File: src/ssel_pkg.sv
// ---------------------------------------------------------------------------
// ssel_pkg: shared constants, types and tables of the stick sector selector
// Holds the CORDIC step table, unit widths and the default parameter values.
// ---------------------------------------------------------------------------
package ssel_pkg;

  localparam int MAX_SLOTS_DEF  = 16;
  localparam int ANGLE_BITS_DEF = 16;

  // CORDIC: sixteen vectoring steps, 32-bit turn accumulator
  localparam int CORDIC_STEPS = 16;
  localparam int STEP_W       = 4;
  localparam int CW           = 20;   // a/b datapath, covers gain and the half-turn flip
  localparam int ZW           = 32;

  // serial magnitude accumulator: |x|^2 + |y|^2 - dz^2, signed
  localparam int MAG_W = 34;

  typedef struct packed {
    logic done;    // accumulation finished, under is valid
    logic under;   // magnitude squared below dead zone squared
  } mag_stat_t;

  // arctan(2^-i) in 32-bit turns
  function automatic logic [ZW-1:0] atan_turn(input logic [STEP_W-1:0] i);
    logic [ZW-1:0] t;
    unique case (i)
      4'd0:  t = 32'h2000_0000;
      4'd1:  t = 32'h12E4_051E;
      4'd2:  t = 32'h09FB_385B;
      4'd3:  t = 32'h0511_11D4;
      4'd4:  t = 32'h028B_0D43;
      4'd5:  t = 32'h0145_D7E1;
      4'd6:  t = 32'h00A2_F61E;
      4'd7:  t = 32'h0051_7C55;
      4'd8:  t = 32'h0028_BE53;
      4'd9:  t = 32'h0014_5F2F;
      4'd10: t = 32'h000A_2F98;
      4'd11: t = 32'h0005_17CC;
      4'd12: t = 32'h0002_8BE6;
      4'd13: t = 32'h0001_45F3;
      4'd14: t = 32'h0000_A2F9;
      4'd15: t = 32'h0000_517D;
    endcase
    return t;
  endfunction

endpackage

File: src/stick_sector_selector.sv
// One item at a time: the next input is taken only in S_IDLE, once the previous
//   result has been loaded into the output register; S_POST waits while that
//   register is still full.
// The 16-step CORDIC and the serial slot-count multiply set how long an item takes.
// Reset (rst, synchronous): registers take their documented reset values,
//   nothing is hovered, the output register is empty.
// ---------------------------------------------------------------------------
// stick_sector_selector: radial sector selector for a 2-D analog stick
// Maps each stick sample to one of N angular sectors, keeps the hovered
// sector, flags hover changes and confirms enabled sectors on a press.
// ---------------------------------------------------------------------------
module stick_sector_selector #(
  parameter int MAX_SLOTS  = ssel_pkg::MAX_SLOTS_DEF,
  parameter int ANGLE_BITS = ssel_pkg::ANGLE_BITS_DEF
) (
  input  logic        clk,
  input  logic        rst,
  // input stream
  input  logic        s_axis_tvalid,
  output logic        s_axis_tready,
  input  logic [39:0] s_axis_tdata,   // stick_x[15:0], stick_y[31:16], confirm_press[32]
  // result stream
  output logic        m_axis_tvalid,
  input  logic        m_axis_tready,
  output logic [7:0]  m_axis_tdata,   // hovered_index[3:0], hovered_none[4],
                                      // hover_changed[5], confirmed[6]
  // register port
  input  logic        psel,
  input  logic        penable,
  input  logic        pwrite,
  input  logic [3:0]  paddr,
  input  logic [31:0] pwdata,
  output logic [31:0] prdata,
  output logic        pready
);
  import ssel_pkg::*;

  localparam int SW = $clog2(MAX_SLOTS + 1);
  localparam int IW = (MAX_SLOTS > 1) ? $clog2(MAX_SLOTS) : 1;

  typedef enum logic [1:0] {
    REG_SLOT_COUNT,
    REG_DEAD_ZONE,
    REG_START_ANGLE,
    REG_SLOT_ENABLE
  } reg_idx_t;

  typedef enum logic [1:0] {
    S_IDLE,    // wait for an input transaction
    S_FRONT,   // CORDIC and dead zone test run side by side
    S_QUANT,   // serial multiply into a sector
    S_POST     // update hover state and load the output register
  } state_t;

  state_t state;

  // configuration registers
  logic [4:0]  slot_count;
  logic [14:0] dead_zone;
  logic [15:0] start_angle;
  logic [15:0] slot_enable_mask;

  // hover state
  logic [IW-1:0] hover_slot;
  logic          hover_empty;

  logic               press;
  logic               in_fire;
  logic               cfg_wr;
  reg_idx_t           cfg_idx;
  logic signed [15:0] stick_x, stick_y;

  logic [SW-1:0]         n;
  logic                  cordic_done;
  logic [ANGLE_BITS-1:0] angle;
  mag_stat_t             mag_stat;
  logic                  quant_start;
  logic                  quant_done;
  logic [IW-1:0]         sect;
  logic [ANGLE_BITS-1:0] start_scaled;
  logic [ANGLE_BITS-1:0] rel;
  logic [16+ANGLE_BITS-1:0] start_wide;

  logic          out_free;
  logic          none_next;
  logic [IW-1:0] slot_next;
  logic          changed;
  logic          conf;

  assign stick_x = s_axis_tdata[15:0];
  assign stick_y = s_axis_tdata[31:16];

  assign s_axis_tready = (state == S_IDLE);
  assign in_fire       = s_axis_tvalid && s_axis_tready;

  // ------------------------------------------------------------------
  // register port: writes land on the access phase, reads are direct
  // ------------------------------------------------------------------
  assign pready  = 1'b1;
  assign cfg_idx = reg_idx_t'(paddr[3:2]);
  assign cfg_wr  = psel && penable && pwrite && pready;

  always_comb begin
    unique case (cfg_idx)
      REG_SLOT_COUNT:  prdata = 32'(slot_count);
      REG_DEAD_ZONE:   prdata = 32'(dead_zone);
      REG_START_ANGLE: prdata = 32'(start_angle);
      REG_SLOT_ENABLE: prdata = 32'(slot_enable_mask);
    endcase
  end

  // saturate the slot count to what the sector logic can index
  assign n = (32'(slot_count) > MAX_SLOTS) ? SW'(MAX_SLOTS) : SW'(slot_count);

  // rescale the 16-bit start angle to ANGLE_BITS by a plain shift
  assign start_wide   = {start_angle, {ANGLE_BITS{1'b0}}};
  assign start_scaled = start_wide[16+ANGLE_BITS-1:16];
  assign rel          = angle - start_scaled;

  // ------------------------------------------------------------------
  // datapath units
  // ------------------------------------------------------------------
  ssel_cordic #(
    .ANGLE_BITS (ANGLE_BITS)
  ) u_cordic (
    .clk   (clk),
    .rst   (rst),
    .start (in_fire),
    .x     (stick_x),
    .y     (stick_y),
    .done  (cordic_done),
    .angle (angle)
  );

  ssel_mag u_mag (
    .clk       (clk),
    .rst       (rst),
    .start     (in_fire),
    .x         (stick_x),
    .y         (stick_y),
    .dead_zone (dead_zone),
    .stat      (mag_stat)
  );

  assign quant_start = (state == S_FRONT) && cordic_done && mag_stat.done;

  ssel_quant #(
    .ANGLE_BITS (ANGLE_BITS),
    .MAX_SLOTS  (MAX_SLOTS)
  ) u_quant (
    .clk   (clk),
    .rst   (rst),
    .start (quant_start),
    .rel   (rel),
    .n     (n),
    .done  (quant_done),
    .sect  (sect)
  );

  // ------------------------------------------------------------------
  // hover update: a sample inside the dead zone, or no slots, hovers none
  // ------------------------------------------------------------------
  always_comb begin
    none_next = (n == '0) || mag_stat.under;
    slot_next = none_next ? '0 : sect;
    if (none_next) begin
      changed = !hover_empty;
    end else begin
      changed = hover_empty || (hover_slot != sect);
    end
    // press confirms only an enabled slot inside the mask's reach
    conf = press && !none_next && (SW'(slot_next) < n) && (32'(slot_next) < 16) &&
           slot_enable_mask[4'(slot_next)];
  end

  assign out_free = !m_axis_tvalid || m_axis_tready;

  always_ff @(posedge clk) begin
    if (rst) begin
      state            <= S_IDLE;
      m_axis_tvalid    <= 1'b0;
      hover_slot       <= '0;
      hover_empty      <= 1'b1;
      slot_count       <= '0;
      dead_zone        <= '0;
      start_angle      <= '0;
      slot_enable_mask <= 16'hFFFF;
    end else begin
      // drop the result once the sink takes it, unless a new one takes its place
      if (m_axis_tvalid && m_axis_tready && (state != S_POST)) m_axis_tvalid <= 1'b0;

      if (cfg_wr) begin
        unique case (cfg_idx)
          REG_SLOT_COUNT: begin
            slot_count  <= pwdata[4:0];
            // a new slot layout forgets the hover silently
            hover_slot  <= '0;
            hover_empty <= 1'b1;
          end
          REG_DEAD_ZONE:   dead_zone        <= pwdata[14:0];
          REG_START_ANGLE: start_angle      <= pwdata[15:0];
          REG_SLOT_ENABLE: slot_enable_mask <= pwdata[15:0];
        endcase
      end

      unique case (state)
        S_IDLE: begin
          if (in_fire) begin
            press <= s_axis_tdata[32];
            state <= S_FRONT;
          end
        end
        S_FRONT: begin
          if (quant_start) state <= S_QUANT;
        end
        S_QUANT: begin
          if (quant_done) state <= S_POST;
        end
        S_POST: begin
          // hold until the output register is free
          if (out_free) begin
            hover_slot    <= slot_next;
            hover_empty   <= none_next;
            m_axis_tvalid <= 1'b1;
            m_axis_tdata  <= {1'b0, conf, changed, none_next, 4'(slot_next)};
            state         <= S_IDLE;
          end
        end
      endcase
    end
  end

endmodule

File: src/ssel_cordic.sv
// ---------------------------------------------------------------------------
// ssel_cordic: iterative vectoring CORDIC
// One micro-rotation per cycle; gives atan2(x, y) in ANGLE_BITS-bit turns.
// ---------------------------------------------------------------------------
module ssel_cordic #(
  parameter int ANGLE_BITS = ssel_pkg::ANGLE_BITS_DEF
) (
  input  logic                         clk,
  input  logic                         rst,
  input  logic                         start,
  input  logic signed [15:0]           x,
  input  logic signed [15:0]           y,
  output logic                         done,
  output logic        [ANGLE_BITS-1:0] angle
);
  import ssel_pkg::*;

  localparam logic [ZW-1:0] RND = ZW'(1) << (31 - ANGLE_BITS);

  logic signed [CW-1:0] a, b;
  logic signed [CW-1:0] da, db;
  logic        [ZW-1:0] z;
  logic        [ZW-1:0] z_rnd;
  logic        [STEP_W-1:0] step;
  logic                 busy;
  logic                 zero;
  logic                 b_pos;

  assign da    = b >>> step;
  assign db    = a >>> step;
  assign b_pos = !b[CW-1] && (b != '0);
  assign z_rnd = z + RND;
  assign angle = zero ? '0 : z_rnd[ZW-1 -: ANGLE_BITS];

  always_ff @(posedge clk) begin
    if (rst) begin
      busy <= 1'b0;
      done <= 1'b0;
      step <= '0;
    end else if (start) begin
      busy <= 1'b1;
      done <= 1'b0;
      step <= '0;
      zero <= (x == '0) && (y == '0);
      // fold the lower half plane up by a half turn
      if (y[15]) begin
        a <= -CW'(y);
        b <= -CW'(x);
        z <= ZW'(1) << (ZW - 1);
      end else begin
        a <= CW'(y);
        b <= CW'(x);
        z <= '0;
      end
    end else if (busy) begin
      if (b_pos) begin
        a <= a + da;
        b <= b - db;
        z <= z + atan_turn(step);
      end else begin
        a <= a - da;
        b <= b + db;
        z <= z - atan_turn(step);
      end
      step <= step + 1'b1;
      if (step == STEP_W'(CORDIC_STEPS - 1)) begin
        busy <= 1'b0;
        done <= 1'b1;
      end
    end
  end

endmodule

File: src/ssel_mag.sv
// ---------------------------------------------------------------------------
// ssel_mag: bit-serial dead zone test
// Accumulates x^2 + y^2 - dz^2 one multiplier bit per cycle.
// ---------------------------------------------------------------------------
module ssel_mag (
  input  logic                    clk,
  input  logic                    rst,
  input  logic                    start,
  input  logic signed [15:0]      x,
  input  logic signed [15:0]      y,
  input  logic        [14:0]      dead_zone,
  output ssel_pkg::mag_stat_t     stat
);
  import ssel_pkg::*;

  logic        [31:0]       mx, my, md;
  logic        [15:0]       bx, by, bd;
  logic signed [MAG_W-1:0]  acc;
  logic signed [MAG_W-1:0]  term;
  logic        [STEP_W-1:0] cnt;
  logic                     busy;
  logic                     done;
  logic        [15:0]       ax, ay;

  // magnitudes fit 16 unsigned bits, -32768 included
  assign ax = x[15] ? 16'(-x) : 16'(x);
  assign ay = y[15] ? 16'(-y) : 16'(y);

  always_comb begin
    term = '0;
    if (bx[0]) term = term + MAG_W'(mx);
    if (by[0]) term = term + MAG_W'(my);
    if (bd[0]) term = term - MAG_W'(md);
  end

  assign stat.done  = done;
  assign stat.under = acc[MAG_W-1];

  always_ff @(posedge clk) begin
    if (rst) begin
      busy <= 1'b0;
      done <= 1'b0;
      cnt  <= '0;
    end else if (start) begin
      busy <= 1'b1;
      done <= 1'b0;
      cnt  <= '0;
      acc  <= '0;
      mx   <= 32'(ax);
      my   <= 32'(ay);
      md   <= 32'(dead_zone);
      bx   <= ax;
      by   <= ay;
      bd   <= 16'(dead_zone);
    end else if (busy) begin
      acc <= acc + term;
      mx  <= mx << 1;
      my  <= my << 1;
      md  <= md << 1;
      bx  <= bx >> 1;
      by  <= by >> 1;
      bd  <= bd >> 1;
      cnt <= cnt + 1'b1;
      if (cnt == STEP_W'(15)) begin
        busy <= 1'b0;
        done <= 1'b1;
      end
    end
  end

endmodule

File: src/ssel_quant.sv
// ---------------------------------------------------------------------------
// ssel_quant: serial sector quantizer
// Shift-add multiply of the relative angle by the slot count, then round.
// ---------------------------------------------------------------------------
module ssel_quant #(
  parameter int ANGLE_BITS = ssel_pkg::ANGLE_BITS_DEF,
  parameter int MAX_SLOTS  = ssel_pkg::MAX_SLOTS_DEF,
  localparam int SW = $clog2(MAX_SLOTS + 1),
  localparam int IW = (MAX_SLOTS > 1) ? $clog2(MAX_SLOTS) : 1
) (
  input  logic                  clk,
  input  logic                  rst,
  input  logic                  start,
  input  logic [ANGLE_BITS-1:0] rel,
  input  logic [SW-1:0]         n,
  output logic                  done,
  output logic [IW-1:0]         sect
);

  localparam int PW    = ANGLE_BITS + SW;
  localparam int CNT_W = $clog2(SW + 1);
  localparam logic [PW-1:0] HALF = PW'(1) << (ANGLE_BITS - 1);

  logic [PW-1:0]    prod, mcand, qsum;
  logic [SW-1:0]    mplier, nreg, q;
  logic [CNT_W-1:0] cnt;
  logic             busy;

  assign qsum = prod + HALF;
  assign q    = qsum[PW-1:ANGLE_BITS];
  // q never exceeds n, so the wrap is one compare
  assign sect = (q == nreg) ? '0 : IW'(q);

  always_ff @(posedge clk) begin
    if (rst) begin
      busy <= 1'b0;
      done <= 1'b0;
      cnt  <= '0;
    end else if (start) begin
      busy   <= 1'b1;
      done   <= 1'b0;
      cnt    <= '0;
      prod   <= '0;
      mcand  <= PW'(rel);
      mplier <= n;
      nreg   <= n;
    end else if (busy) begin
      if (mplier[0]) prod <= prod + mcand;
      mcand  <= mcand << 1;
      mplier <= mplier >> 1;
      cnt    <= cnt + 1'b1;
      if (cnt == CNT_W'(SW - 1)) begin
        busy <= 1'b0;
        done <= 1'b1;
      end
    end
  end

endmodule

File: config.mk
export PLATFORM = sky130hd
export DESIGN_NAME = stick_sector_selector
export DESIGN_NICKNAME = d
export VERILOG_FILES = /design/src/ssel_pkg.sv /design/src/stick_sector_selector.sv /design/src/ssel_cordic.sv /design/src/ssel_mag.sv /design/src/ssel_quant.sv
export SDC_FILE = /design/constraint.sdc
export NUM_CORES = 1
export LEC_CHECK = 0
export BUFFER_PORTS_ARGS = -buffer_cell sky130_fd_sc_hd__buf_2
export CORE_MARGIN = 1.5
export CORE_UTILIZATION = 50
export CTS_BUF_LIST = sky130_fd_sc_hd__clkbuf_4 sky130_fd_sc_hd__clkbuf_8
export CTS_CLUSTER_DIAMETER = 200
export DETAILED_ROUTE_END_ITERATION = 8
export PLACE_DENSITY = 0.72
export SLEW_MARGIN = 20
export SYNTH_ARGS = -nofsm -noshare
export SYNTH_HDL_FRONTEND = slang
export SYNTH_SLANG_ARGS = --single-unit
File: constraint.sdc
create_clock -name clk -period 12.6 [get_ports clk]
set_input_delay 1.26 -clock clk [delete_from_list [all_inputs] [get_ports clk]]
set_output_delay 1.26 -clock clk [all_outputs]
set_load 0.02 [all_outputs]
==> flow_summary.toml, run 1 <==
[logic_synthesis]
synth_area_per_cell_um2 = 9.14
post_synthesis_adder_cell_area_fraction_pct = 9.36
post_synth_instance_area_mm2 = 0.0313
post_synth_mux_area_share_pct = 6.56
synth.lib_cells_used.distinct = 96
syn-instance-count = 3428
ys_dominant_reg_cell = "sky130_fd_sc_hd__edfxtp_1"
number_of_flops_mapped_to_enable_cells_by_yosys = 310
synth.ff_latch_count = 417
synth-simple-area-share_pct = 17.3
yosysWarnings = 0
synth-seq-area-share_pct = 36.6
synth_top_family_by_area = "compound AO/OA/AOI/OAI gates"
synth_compound_gate_area_share_pct = 18.0
post_synth_xor_xnor_area_pct = 8.02
synth_async_sr_flop_share_pct = 0

[floorplanning]
fp.dieArea_mm2 = 0.0642
die_w_um = 253
fp.coreArea_mm2 = 0.0618
rows = 91
dieHeight_um = 253
design.portCount = 126
start_util_pct = 50.7

[layout]
area_growth_syn_to_layout_pct = 8.46
final_design_area_no_fill_mm2 = 0.0340
layout-drive-gt1-share_pct = 10.2
fillerInstances = 5590
layout.cells.most_common_list = "sky130_fd_sc_hd__nand2_1, sky130_fd_sc_hd__edfxtp_1, sky130_fd_sc_hd__nor2_1, sky130_fd_sc_hd__a21oi_1, sky130_fd_sc_hd__ha_1"
nNetsFinal = 3776
multiInputGateArea_mm2 = 0.0187
seq_area_mm2 = 0.0115
final_common_cell = "sky130_fd_sc_hd__nand2_1"

[clock_tree]
cts.sink_count = 417
worst_skew_pair.late_latency_ns = 0.69
clk_pin_slew_ns = 0.08
postCtsSetupBuffers = 0
tritoncts = "done"
clock_tree.buffer_depth = 3
tritoncts.num_buffers = 78
cts.repair.resized = 0
ctsHoldBuffers = 0
clockRootBuffer = "sky130_fd_sc_hd__clkbuf_8"
cts_htree_levels = 3

[timing]
finalHoldViolCount = 0
setup_viol = 0
post-route-min-period_ns = 8.21
slew_violations = 0
grt_setup_unrepaired = "no"
fmaxAchievable_mhz = 122
slew_headroom_pct = 25.7
worst-slew-pin-transition_ns = 1.11
setup-tns-final_ns = 0
finClkSkew_ns = 0.0573
post-route-period-util_pct = 65.2

[drt]
route.final.wire_length_um = 75300
num_vias = 25100
avgViaCountPerCell = 5.76
ant_nets = 0
wl_per_cell_um = 17.2
drc_errors = 0
detailedRoute.firstIterationViolations = 1867
drt-pass1-iter-count = 5

[global_routing]
grt_max_degree = 164
track_usage_pct = 23.5
sum_of_overflow_across_all_layers_after_global_routing = 0
global_route_wire_length_before_repair_um = 122000
number_of_global_route_vias_before_repair = 23300
initial_antenna_violation_count = 1

[pwr]
total_leakage_power_uw = 0.0142
vdd_ir_drop_max_mv = 0.165
power.density_cell_area_mw_per_mm2 = 299

[critical_path]
crit_family = "compound AO/OA/AOI/OAI gates"
critPathArrivalTime_ns = 8.58
critPathSlowestCell = "sky130_fd_sc_hd__fa_1"
required_time_at_the_endpoint_of_the_critical_path_ns = 12.97
critical_path.n_buffers_inverters = 1
crit_path_start_kind = "register"
critical_path.endpoint_type = "register"
critPathMaxFanout = 56
critPathKind = "register to register"
cpPeakStageDelay_ns = 0.45

[status]
outcome = "complete, no violations"

[hold_path]
hold_class = "register to register"

[run]
maxCapViolCount = 0

[placement]
placement.cell_area_mm2 = 0.0323
place.port_buffers = 82
place_congestion = 0.896
dp_hpwl_um = 54400
-- layout make-up --
cell class	instances	share of cell area [%]
multi-input cells	2713	54.9
flip-flops and latches	417	33.7
clock buffers	102	3.78
well taps	837	3.08
inverters	154	1.70
repair buffers	102	1.69
clock inverters	40	1.12
diodes	1	0.00737
-- power breakdown --
| group | internal (uW) | switching (uW) | leakage, uW |
|---|---|---|---|
| Sequential | 2100 | 280 | 0.00378 |
| Clock | 800 | 627 | 0.000879 |
| Combinational | 2810 | 3540 | 0.00956 |
-- worst min-delay path, stage by stage (launching register included) --
cell,delay [ns]
sky130_fd_sc_hd__dfxtp_1,0.31
sky130_fd_sc_hd__nand2_1,0.05
sky130_fd_sc_hd__a21oi_1,0.05
-- cells by family (layout without fill, tap and decap cells) --
logic type | Yosys count | after routing
buffers and inverters | 314 | 398
DFF | 417 | 417
muxes | 143 | 143
adders and majority gates | 230 | 230
xor gates and xnor gates | 286 | 286
AOI/OAI and AO/OA | 895 | 895
and+or+nand+nor | 1141 | 1141
other | 2 | 19
-- cell usage after synthesis, types with 73 or more instances --
cell type / instances / area, um2
sky130_fd_sc_hd__nand2_1: 410 / 1540
sky130_fd_sc_hd__ha_1: 219 / 2740
sky130_fd_sc_hd__inv_1: 151 / 567
sky130_fd_sc_hd__o21ai_0: 182 / 911
sky130_fd_sc_hd__xnor2_1: 141 / 1230
sky130_fd_sc_hd__nor2_1: 292 / 1100
sky130_fd_sc_hd__xor2_1: 144 / 1260
sky130_fd_sc_hd__a21o_1: 121 / 908
sky130_fd_sc_hd__a21oi_1: 284 / 1420
sky130_fd_sc_hd__and2_1: 73 / 457
sky130_fd_sc_hd__dfxtp_1: 107 / 2140
sky130_fd_sc_hd__clkbuf_1: 105 / 394
sky130_fd_sc_hd__edfxtp_1: 310 / 9310
-- path summary, 6_finish.rpt --
path	start	end	slack [ns]	depth (start not counted)
worst max-delay path	u_mag.bx[0]	u_mag.acc[33]	4.39	32
worst min-delay path	start_angle[9]	start_angle[9]	0.45	2
worst max register to register	u_mag.bx[0]	u_mag.acc[33]	4.39	32
worst min register to register	start_angle[9]	start_angle[9]	0.45	2
-- layer usage --
metal  GRT usage, %  share of wire (%)  up-vias
li1               -                  -    12500
met1           32.9                 47    11900
met2           37.7                 45      689
met3           3.57                6.0      107
met4           6.43                2.0        2
met5              0              0.016        -
-- sequential cells by signal, indices dropped and copies added (netlist names), 3 cells and up, named ones only --
name              count
u_mag.by             16
u_mag.my             32
slot_count            5
u_mag.bd             15
u_quant.mcand        21
dead_zone            15
m_axis_tdata          7
u_quant.cnt           3
hover_slot            4
u_quant.prod         21
u_mag.cnt             4
u_mag.bx             16
u_mag.md             32
u_cordic.a           20
u_cordic.step         4
u_cordic.z           32
u_quant.nreg          5
u_cordic.b           20
u_mag.mx             32
u_mag.acc            34
u_quant.mplier        5
start_angle          16
slot_enable_mask     16
-- stage by stage --
| step | power [uW] | worst slack [ns] | util, % | hold WS, ns | std cells |
|---|---|---|---|---|---|
| after floorplan | 7470 | 2.64 | - | 0.436 | 3444 |
| after global placement | 8550 | 4.66 | 52.2 | 0.442 | 4223 |
| after detailed placement | 8660 | 4.54 | 52.2 | 0.447 | 4223 |
| after CTS | 10100 | 4.45 | 54.9 | 0.454 | 4365 |
| after global routing | 11100 | 3.68 | 54.9 | 0.467 | 4365 |
| final | 10200 | 4.39 | 54.9 | 0.453 | 4366 |
Power figures use the tool's default switching activity.
==> run 2, diff against run 1 <==
--- a/config.mk
+++ b/config.mk
@@ -11,7 +11,7 @@
 export CTS_BUF_LIST = sky130_fd_sc_hd__clkbuf_4 sky130_fd_sc_hd__clkbuf_8
 export CTS_CLUSTER_DIAMETER = 200
 export DETAILED_ROUTE_END_ITERATION = 8
-export PLACE_DENSITY = 0.72
+export PLACE_DENSITY = 0.74
 export SLEW_MARGIN = 20
 export SYNTH_ARGS = -nofsm -noshare
 export SYNTH_HDL_FRONTEND = slang
==> constraint.sdc (replaced) <==
create_clock -name clk -period 7.25 [get_ports clk]
set_input_delay 0.725 -clock clk [delete_from_list [all_inputs] [get_ports clk]]
set_output_delay 0.725 -clock clk [all_outputs]
set_load 0.02 [all_outputs]
==> run 2 against run 1 <==
Power increased by 77%. Register-to-register slack worse by 4.2 ns. Via count is 1.2% higher. Combinational power is 80% higher. Sequential power rose by 75%. Worst setup slack worse by 4.2 ns. Clock skew fell by 0.0044 ns. Sequential share of layout area shrank 0.33 points. First-iteration DRC count increased by 3.0%. Sequential cell count unchanged. Critical path type unchanged. Die area did not move. Non-clock buffer count grew 13.
==> flow_summary.toml, run 2 (synthesis results as in run 1) <==
[placement]
place.port_buffers = 82
pre_cts_slack_ns = 0.0510
place_congestion = 0.913
placement.cell_area_mm2 = 0.0324
dp_hpwl_um = 55100

[global_routing]
global_route_wire_length_before_repair_um = 122000
grt_max_degree = 179
number_of_global_route_vias_before_repair = 23700
track_usage_pct = 23.6
sum_of_overflow_across_all_layers_after_global_routing = 0
initial_antenna_violation_count = 6

[critical_path]
critPathArrivalTime_ns = 7.48
critPathKind = "register to register"
cpPeakStageDelay_ns = 0.48
crit_path_start_kind = "register"
critPathMaxFanout = 5
critical_path.endpoint_type = "register"
rrSetupSlack_ns = 0.21
critPathSlowestCell = "sky130_fd_sc_hd__a2111oi_1"
required_time_at_the_endpoint_of_the_critical_path_ns = 7.68

[layout]
layout-drive-gt1-share_pct = 11.8
final_common_cell = "sky130_fd_sc_hd__nand2_1"
fillerInstances = 5496
area_growth_syn_to_layout_pct = 9.55
largest_register_ff_count = 34
nNetsFinal = 3788
layout.cells.most_common_list = "sky130_fd_sc_hd__nand2_1, sky130_fd_sc_hd__edfxtp_1, sky130_fd_sc_hd__nor2_1, sky130_fd_sc_hd__a21oi_1, sky130_fd_sc_hd__ha_1"
reg_with_most_ffs = "u_mag.acc"
final_design_area_no_fill_mm2 = 0.0343

[timing]
fmaxAchievable_mhz = 142
setup_viol = 0
post-route-min-period_ns = 7.04
worst-slew-pin-transition_ns = 1.09
finalHoldViolCount = 0
post-route-period-util_pct = 97.1
slew_headroom_pct = 27.1
slew_violations = 0
finClkSkew_ns = 0.0530
postLayoutSetupSlackWorst_ns = 0.208

[drt]
detailedRoute.firstIterationViolations = 1923
route.final.wire_length_um = 76900
drt-pass1-iter-count = 5
ant_nets = 0
num_vias = 25400
drc_errors = 0
avgViaCountPerCell = 5.80
wl_per_cell_um = 17.6

[floorplanning]
die_w_um = 253
rows = 91
fp.coreArea_mm2 = 0.0618
design.portCount = 126
start_util_pct = 50.7
fp.dieArea_mm2 = 0.0642
dieHeight_um = 253

[clock_tree]
clk_pin_slew_ns = 0.07
clock_tree.buffer_depth = 3
cts_htree_levels = 3
ctsHoldBuffers = 0
tritoncts.num_buffers = 77
worst_skew_pair.late_latency_ns = 0.69
clockRootBuffer = "sky130_fd_sc_hd__clkbuf_8"
cts.sink_count = 417
tritoncts = "done"

[hold_path]
hold_class = "input port to register"

[run]
maxCapViolCount = 0

[pwr]
vdd_ir_drop_max_mv = 0.455
total_leakage_power_uw = 0.0143
power.density_cell_area_mw_per_mm2 = 524
finalPower_uw = 18000

[status]
outcome = "complete, no violations"
-- run 2: cell count changes in the layout (fill, tap and decap cells not counted), moves of 3 or more --
| cell | delta |
|---|---|
| sky130_fd_sc_hd__buf_4 | +13 |
| sky130_fd_sc_hd__a21oi_2 | +8 |
| sky130_fd_sc_hd__nor2_1 | -3 |
| sky130_fd_sc_hd__o21ai_2 | +5 |
| sky130_fd_sc_hd__o21ai_1 | +4 |
| sky130_fd_sc_hd__o21ai_0 | -10 |
| sky130_fd_sc_hd__a21oi_1 | -8 |
| sky130_fd_sc_hd__ha_4 | +4 |
| sky130_fd_sc_hd__clkinv_2 | -6 |
| sky130_fd_sc_hd__ha_1 | -8 |
| sky130_fd_sc_hd__nor2_2 | +3 |
| sky130_fd_sc_hd__clkbuf_4 | +5 |
| sky130_fd_sc_hd__ha_2 | +4 |
-- run 2: area by class of cell --
cell class | instances | area [um2] | area share, %
Timing Repair Buffer | 115 | 671 | 1.95
Antenna cell | 3 | 7.51 | 0.0219
Clock buffer | 109 | 1350 | 3.93
Multi-Input combinational cell | 2713 | 18900 | 55.0
Tap cell | 837 | 1050 | 3.05
Inverter | 154 | 578 | 1.68
Clock inverter | 33 | 318 | 0.926
Sequential cell | 417 | 11500 | 33.4
-- run 2: repair_timing --
item	4_1_cts	5_1_grt
setup buffers	0	6
hold endpoints to repair	0	0
endpoints found under the setup margin	0	11
resized for setup	0	50
-- run 2: final timing paths --
| kind | from | end | cells past startpoint |
|---|---|---|---|
| hold reg to reg | start_angle[7] | start_angle[7] | 2 |
| setup / recovery | u_mag.mx[0] | u_mag.acc[31] | 30 |
| hold / removal | s_axis_tdata[32] | press | 1 |
| setup reg to reg | u_mag.mx[0] | u_mag.acc[31] | 30 |
-- run 2: worst max-delay path: cells and delay by family, from the launching register on --
kind	cells	cell delay (ns)
flip-flops	1	0.41
AND/OR/NAND/NOR	8	1.09
adder cells (fa/ha/maj)	4	1.16
multiplexers	1	0.29
AO/OA/AOI/OAI	15	3.49
XOR/XNOR	2	0.32
-- run 2: through the flow --
step / util, % / std cells / TNS, ns / hold WS [ns]
5_1_grt: 55.5 / 4381 / -0.294 / 0.178
2_1_floorplan: - / 3444 / -0.0686 / 0.436
4_1_cts: 55.1 / 4372 / 0 / 0.162
6_report: 55.5 / 4381 / 0 / 0.205
3_5_place_dp: 52.4 / 4230 / 0 / 0.447
3_3_place_gp: 52.4 / 4230 / 0 / 0.444
-- run 2: per-layer routing --
layer / global-route usage (%) / wire length (um)
met5: 0 / 34
met4: 10.3 / 2930
met3: 3.30 / 4140
met2: 37.8 / 35300
met1: 31.9 / 34500
-- run 2: report_power, final --
part / total [uW] / switching (uW) / internal, uW
sequential: 4160 / 519 / 3650
clock: 2460 / 1090 / 1370
combinational: 11400 / 6280 / 5090
total: 18000 / 7890 / 10100
